`src/design/affine_gap_alignment_scorer_macros.svh`:
```
// Assertion macros shared by the scorer RTL.
`ifndef AFFINE_GAP_ALIGNMENT_SCORER_MACROS_SVH
`define AFFINE_GAP_ALIGNMENT_SCORER_MACROS_SVH
`ifndef SYNTHESIS
`define AGAS_ASSERT_IMPL(label, ante, cons) \
  label: assert property (@(posedge clk) disable iff (!rst_n) (ante) |-> (cons)) \
    else $error("assertion failed");
`define AGAS_ASSERT_NEXT(label, ante, cons) \
  label: assert property (@(posedge clk) disable iff (!rst_n) (ante) |=> (cons)) \
    else $error("assertion failed");
`else
`define AGAS_ASSERT_IMPL(label, ante, cons)
`define AGAS_ASSERT_NEXT(label, ante, cons)
`endif
`endif

```
`src/design/agas_pkg.sv`:
```
// Types and constants of the affine-gap alignment scorer.
`default_nettype none
package agas_pkg;

  localparam int SYM_W   = 8;
  localparam int CFG_W   = 8;
  localparam int CIDX_W  = 3;
  localparam int BEST_W  = 16;
  localparam int QEND_W  = 10;
  localparam int TEND_W  = 11;
  localparam int COUNT_W = 20;

  typedef enum logic [1:0] {
    KIND_QUERY  = 2'd0,
    KIND_TARGET = 2'd1,
    KIND_RUN    = 2'd2
  } kind_t;

  typedef enum logic [CIDX_W-1:0] {
    REG_MATCH      = 3'd0,
    REG_MISMATCH   = 3'd1,
    REG_GAP_OPEN   = 3'd2,
    REG_GAP_EXTEND = 3'd3,
    REG_CLIP_START = 3'd4,
    REG_CLIP_END   = 3'd5,
    REG_SEARCH_REV = 3'd6
  } reg_idx_t;

  typedef enum logic [2:0] {
    ST_IDLE,
    ST_ROW_START,
    ST_FILL,
    ST_FINISH,
    ST_DONE
  } state_t;

  // scoring controls handed to the cell
  typedef struct packed {
    logic [CFG_W:0]   open_ext;
    logic [CFG_W-1:0] extend;
    logic             clip_start;
  } cell_cfg_t;

endpackage
`default_nettype wire

```
`src/design/agas_cell.sv`:
```
// One dynamic programming cell: match, vertical and horizontal gap scores.
`default_nettype none
module agas_cell #(
  parameter int SW = 16
) (
  input  wire agas_pkg::cell_cfg_t            cfg,
  input  wire logic signed [agas_pkg::CFG_W-1:0] sub_score,
  input  wire logic signed [SW-1:0]           up_m,
  input  wire logic signed [SW-1:0]           up_v,
  input  wire logic signed [SW-1:0]           left_m,
  input  wire logic signed [SW-1:0]           left_h,
  input  wire logic signed [SW-1:0]           diag_m,
  input  wire logic signed [SW-1:0]           diag_v,
  input  wire logic signed [SW-1:0]           diag_h,
  output logic signed [SW-1:0]                new_m,
  output logic signed [SW-1:0]                new_v,
  output logic signed [SW-1:0]                new_h,
  output logic signed [SW-1:0]                cell_max
);

  localparam int EW = SW + 2;
  localparam logic signed [EW-1:0] EMAX = {3'b000, {(SW-1){1'b1}}};
  localparam logic signed [EW-1:0] EMIN = {3'b111, {(SW-1){1'b0}}};

  function automatic logic signed [SW-1:0] sat(input logic signed [EW-1:0] x);
    logic signed [SW-1:0] r;
    if (x > EMAX) r = EMAX[SW-1:0];
    else if (x < EMIN) r = EMIN[SW-1:0];
    else r = x[SW-1:0];
    return r;
  endfunction

  logic signed [EW-1:0] oe_e, ext_e, s_e;
  logic signed [SW-1:0] v_open, v_ext, h_open, h_ext, mx_md, mx, m_sat;

  always_comb begin
    oe_e  = EW'($signed(cfg.open_ext));
    ext_e = EW'($signed(cfg.extend));
    s_e   = EW'(sub_score);
    v_open = sat(EW'(up_m) + oe_e);
    v_ext  = sat(EW'(up_v) + ext_e);
    h_open = sat(EW'(left_m) + oe_e);
    h_ext  = sat(EW'(left_h) + ext_e);
    new_v  = (v_open > v_ext) ? v_open : v_ext;
    new_h  = (h_open > h_ext) ? h_open : h_ext;
    mx_md  = (diag_m > diag_v) ? diag_m : diag_v;
    mx     = (mx_md > diag_h) ? mx_md : diag_h;
    m_sat  = sat(EW'(mx) + s_e);
    new_m  = (cfg.clip_start && m_sat < 0) ? '0 : m_sat;
  end

  logic signed [SW-1:0] c_mv;
  always_comb begin
    c_mv     = (new_m > new_v) ? new_m : new_v;
    cell_max = (c_mv > new_h) ? c_mv : new_h;
  end

endmodule
`default_nettype wire

```
`config.mk`:
```
export PLATFORM = sky130hd
export DESIGN_NAME = agas_cell
export DESIGN_NICKNAME = d
export VERILOG_FILES = /design/src/design/affine_gap_alignment_scorer_macros.svh /design/src/design/agas_pkg.sv /design/src/design/agas_cell.sv
export SDC_FILE = /design/constraint.sdc
export NUM_CORES = 1
export LEC_CHECK = 0
export BUFFER_PORTS_ARGS = -buffer_cell sky130_fd_sc_hd__buf_2
export CORE_MARGIN = 2
export CORE_UTILIZATION = 45
export DETAILED_ROUTE_END_ITERATION = 6
export PLACE_DENSITY = 0.72
export RECOVER_POWER = 50
export SYNTH_ARGS = -nofsm -noshare
export SYNTH_HDL_FRONTEND = slang
export SYNTH_SLANG_ARGS = --single-unit
```
`constraint.sdc`:
```
create_clock -name vclk -period 15.06
set_input_delay 2.259 -clock vclk [all_inputs]
set_output_delay 2.259 -clock vclk [all_outputs]
set_load 0.01 [all_outputs]
```
==> results.cfg, run 1 <==
[final_layout]
syn_to_final_growth_pct = 19.0
design.seq.count = 0
final_cells = 1572
antennaDiodeCount = 0
finalInstanceArea_um2 = 9590
final_nets = 1667
layout-drive-gt1-share_pct = 20.9
seqCellArea_um2 = 0
num-clock-buffers = 0

[timing]
finalSetupViolCount = 0
fmax_mhz = 68.7
slew_viol_final = 0
tns_ps = 0
holdWs_ps = 5000
finalCriticalPeriod_ps = 14560
worst_pin_slew_ps = 1060
maxSlewHeadroom_pct = 29.2
hold_viol = 0
finalCritPeriodShare_pct = 96.7

[critical_path]
critPathMaxStageDelay_ps = 400
path_class = input pin to output port
cp_common_cell = o21a_1
endpoint_kind = output port
worstPathArrival_ps = 12310
cp_slowest_cell = o211ai_1
worstPathRequired_ps = 12800
startpoint_type = input pin
crit_buf_inv = 7
cp_max_fo = 14
crit_family = compound AO/OA/AOI/OAI gates

[yosys]
syn_area_um2 = 8060
synth_warnings = 0
synth_area_leaders = ha_1, a21oi_1, mux2_2
syn_nets = 1468
muxShareOfSynthArea_pct = 7.06
seq_area_frac_synth_pct = 0
syn_area_per_cell_um2 = 7.01
synth_compound_area_share_pct = 32.1
synth_top_area_cell = ha_1
syn_inst = 1150
synth_xor_area_share_pct = 6.63
synth-simple-area-share_pct = 19.0
synthAdderAreaFrac_pct = 28.6
synth_top_family_by_area = compound AO/OA/AOI/OAI gates
synth_cell_types = 72
synth_top_area_share_pct = 27.2

[global_routing]
grt_max_degree = 28
grt_pass1_wl_um = 41500
grt_pass1_vias = 8608
grt-ovfl-total = 0
grt.total_usage_pct = 26.9
antenna_found_initial = 0

[place]
dpl.hpwl_um = 23200
placed_area_um2 = 9370
place_congestion = 0.952
io_buffers = 202
placed_cells = 1562

[floorplanning]
fp.dieArea_um2 = 19000
num_rows = 48
start_util_pct = 46.3
die_height_um = 138
die_x_um = 138
core_area_um2 = 17400
ios = 202

[power_and_ir_drop]
pwr-share-clk_pct = 0
finalPower_w = 0.00230
power_frac_comb_pct = 100.0
switching_share_pct = 59.2
ir_worst_vdd_mv = 0.210
power.leakage_nw = 4.78
seq_power_share_pct = 0
p_switching_w = 0.00136
intPower_w = 0.000940
powerDensity_nw_per_um2 = 240

[worst_hold_path]
min_to = new_m[15]
hold_path_class = input pin to output port
holdPathStages = 3
hp-start = cfg[0]

[routing]
drc_errors = 0
first_pass_iters = 5
ant_nets = 0
vias = 9293
drt-total-wl_um = 26800
wl_per_cell_um = 17.0
drtIter0Drc = 616
vias_per_cell = 5.91

[outcome]
status = complete, no violations

[clocking]
ctsHoldBuffers = 0

[flow_run]
maxCapViolations = 0
## how the worst max path moves through the flow
stage	start	to	slack [ps]	cells after the start
final	diag_v[1]	cell_max[11]	500	56
after global routing	diag_v[1]	cell_max[9]	-120	56
after CTS	diag_m[1]	cell_max[9]	180	53
after detailed placement	diag_m[1]	cell_max[12]	-280	53
after global placement	diag_m[1]	cell_max[9]	40	54
after floorplan	diag_v[1]	cell_max[10]	30	62
## stage by stage
stage                     util (%)  setup slack [ps]
after floorplan                  -              31.0
after global placement        53.8              38.2
after detailed placement      53.8              -283
after CTS                     53.8               179
after global routing          55.1              -120
final                         55.1               495
## metal layers
metal / vias up / part of all wire [%] / track usage (%)
li1: 4667 / - / -
met1: 4205 / 43 / 34.4
met2: 365 / 44 / 46.3
met3: 56 / 8.5 / 4.31
met4: 0 / 3.8 / 8.05
met5: - / 0 / 0
## final cells by class
| class | count | area [um^2] |
|---|---|---|
| fillers | 1735 | 7820 |
| repair buffers | 227 | 1190 |
| well taps | 225 | 282 |
| multi-input cells | 1017 | 7730 |
| inverters | 103 | 387 |
## timing repair
action,in CTS,in global routing
pin swaps,0,11
endpoints found under the setup margin,15,16
setup buffers,0,9
gates cloned,0,1
gates resized for setup,2,33
## cells in the final DEF (no fill, tap or decap), types with 7 or more instances in the layout
cell	synthesis	routed
inv_1	103	103
xnor2_1	43	42
o21bai_1	12	11
and3_1	13	13
o211ai_1	17	17
a31oi_1	11	10
o31ai_1	10	8
nand4_1	21	21
o21ai_0	80	75
a21oi_1	126	123
mux2_2	40	39
nand2_1	76	74
nor2_1	84	83
buf_4	0	20
xor2_1	18	18
a21o_1	44	43
a211oi_1	16	14
buf_2	10	180
nor2b_1	19	19
nand2b_1	16	16
and2_1	8	7
mux2i_1	9	9
ha_1	175	172
clkbuf_1	18	24
o21a_1	28	28
o21ai_1	2	7
nor3_1	18	17
nand3_1	32	32
## worst min-delay path, stage by stage
cell and delay [ps]:
buf_2 150, nor2_1 150, buf_2 180
## cells in the mapped netlist, types with 7 or more instances
cell type  count
nand3_1       32
o21a_1        28
inv_1        103
ha_1         175
nor2b_1       19
clkbuf_1      18
mux2_2        40
nand2b_1      16
mux2i_1        9
xnor2_1       43
a21o_1        44
xor2_1        18
nand4_1       21
a31oi_1       11
nor3_1        18
nor2_1        84
a21oi_1      126
and2_1         8
nand2_1       76
buf_2         10
o31ai_1       10
o21ai_0       80
a211oi_1      16
o21bai_1      12
o22ai_1        7
and3_1        13
o211ai_1      17
## power groups by stage
| stage | combinational [W] | clock (W) | sequential [W] |
|---|---|---|---|
| after floorplan | 0.00139 | 0 | 0 |
| after global placement | 0.00213 | 0 | 0 |
| after detailed placement | 0.00215 | 0 | 0 |
| after CTS | 0.00216 | 0 | 0 |
| after global routing | 0.00252 | 0 | 0 |
| final | 0.00230 | 0 | 0 |
## kinds of logic after synthesis
| family | count (synthesis) |
|---|---|
| buf+inv | 134 |
| mux | 51 |
| fa+ha+maj | 182 |
| simple gates | 315 |
| xor+xnor | 61 |
| compound gates | 407 |
Note: power is estimated with default switching activity, not from simulation.
==> inputs of run 2 (changes only) <==
ABC_AREA = 1   (was unset)
==> results.cfg, run 2 <==
[outcome]
status = complete, no violations

[final_layout]
design.seq.count = 0
num-clock-buffers = 0
syn_to_final_growth_pct = 14.7
final_common_cell = nand2_1
seqCellArea_um2 = 0
fill_cells = 1949
final_cell_mix = nand2_1, inv_1, ha_1, buf_2, a21oi_1
layout-drive-gt1-share_pct = 15.0
final_nets = 1882
multi_input_area_um2 = 7150
final_cells = 1787
antennaDiodeCount = 0

[yosys]
syn_area_per_cell_um2 = 5.86
syn_area_um2 = 8070
synth_top_area_cell = ha_1
syn_nets = 1695
synth_warnings = 0
yosys-top-cells-count = nand2_1, inv_1, ha_1
synth_cell_types = 49
synth_area_leaders = ha_1, nand2_1, inv_1
seq_area_frac_synth_pct = 0
syn_inst = 1377
synth_top_area_share_pct = 27.1
synth_most_common_cell = nand2_1

[timing]
worst_pin_slew_ps = 924
finalSetupViolCount = 0
tns_ps = 0
finalCriticalPeriod_ps = 14050
rsz0062_at_grt = no
maxSlewHeadroom_pct = 38.4
fmax_mhz = 71.2
hold_viol = 0
finalCritPeriodShare_pct = 93.3
slew_viol_final = 0

[place]
dpl.hpwl_um = 22100
place_congestion = 0.919
io_buffers = 202
placed_cells = 1784

[global_routing]
grt_pass1_wl_um = 38600
antenna_found_initial = 0
grt-ovfl-total = 0
grt_pass1_vias = 8515
grt_max_degree = 29
grt.total_usage_pct = 25.1

[routing]
ant_nets = 0
drc_errors = 0
drt-total-wl_um = 24800
drtIter0Drc = 402
vias_per_cell = 5.21
vias = 9306
first_pass_iters = 5
wl_per_cell_um = 13.9

[floorplanning]
core_area_um2 = 17400
num_rows = 48
start_util_pct = 46.4
fp.dieArea_um2 = 19000
ios = 202
die_height_um = 138
die_x_um = 138

[critical_path]
startpoint_type = input pin
crit_buf_inv = 11
crit_family = simple AND/OR/NAND/NOR gates
worstPathRequired_ps = 12800
path_class = input pin to output port
critPathMaxStageDelay_ps = 400
cp_slowest_cell = fa_1
worstPathArrival_ps = 11790
endpoint_kind = output port
cp_common_cell = nand2_1
cp_max_fo = 20

[worst_hold_path]
hold_path_class = input pin to output port

[flow_run]
maxCapViolations = 0

[clocking]
ctsHoldBuffers = 0
## run 2: path summary, 6_finish.rpt
| check | from | to | slack [ps] | cells past startpoint |
|---|---|---|---|---|
| worst min-delay path | cfg[0] | new_m[15] | 4890 | 3 |
| worst max-delay path | diag_v[1] | cell_max[13] | 1010 | 62 |
## run 2: logic make-up after synthesis
kind of cell	synth area share, %
simple gates	34.9
compound gates	18.5
xor+xnor	6.83
buf+inv	11.4
fa+ha+maj	28.4
## run 2: routing by layer
layer,vias up,global-route usage (%),routed length [um]
met5,-,0,0
met4,0,5.90,639
met3,34,1.86,1510
met2,274,45.6,11600
met1,4060,32.1,11100
li1,4938,-,-
## run 2: timing repair
item                                   CTS  global route
setup buffers                            0             2
setup endpoints to repair                0            16
endpoints found under the hold margin    0             0
gates resized for setup                  0             4
## run 2: per-stage QoR
stage               cell area (um^2)  worst slack [ps]  hold WS (ps)  utilization [%]
floorplan                       8070              2300          4580                -
global placement                9270              1010          4870             53.2
detailed placement              9270               807          4870             53.2
CTS                             9270               758          4870             53.2
global route                    9260              66.6          4880             53.2
finish                          9260              1010          4890             53.2
## run 2: worst min-delay path: cells and delay by family
family / cells / cell delay, ps
buf+inv: 2 / 260
simple gates: 1 / 110
## run 2: final cells by class
cell class,instances,area share [%]
Timing Repair inverter,1,0.0810
Multi-Input combinational cell,1139,77.2
Timing Repair Buffer,206,10.9
Inverter,216,8.79
Tap cell,225,3.04
Power of run 2 is left out: the tool's default activity adds up to more than one toggle a clock period on the data nets, which glitch-free logic cannot reach.
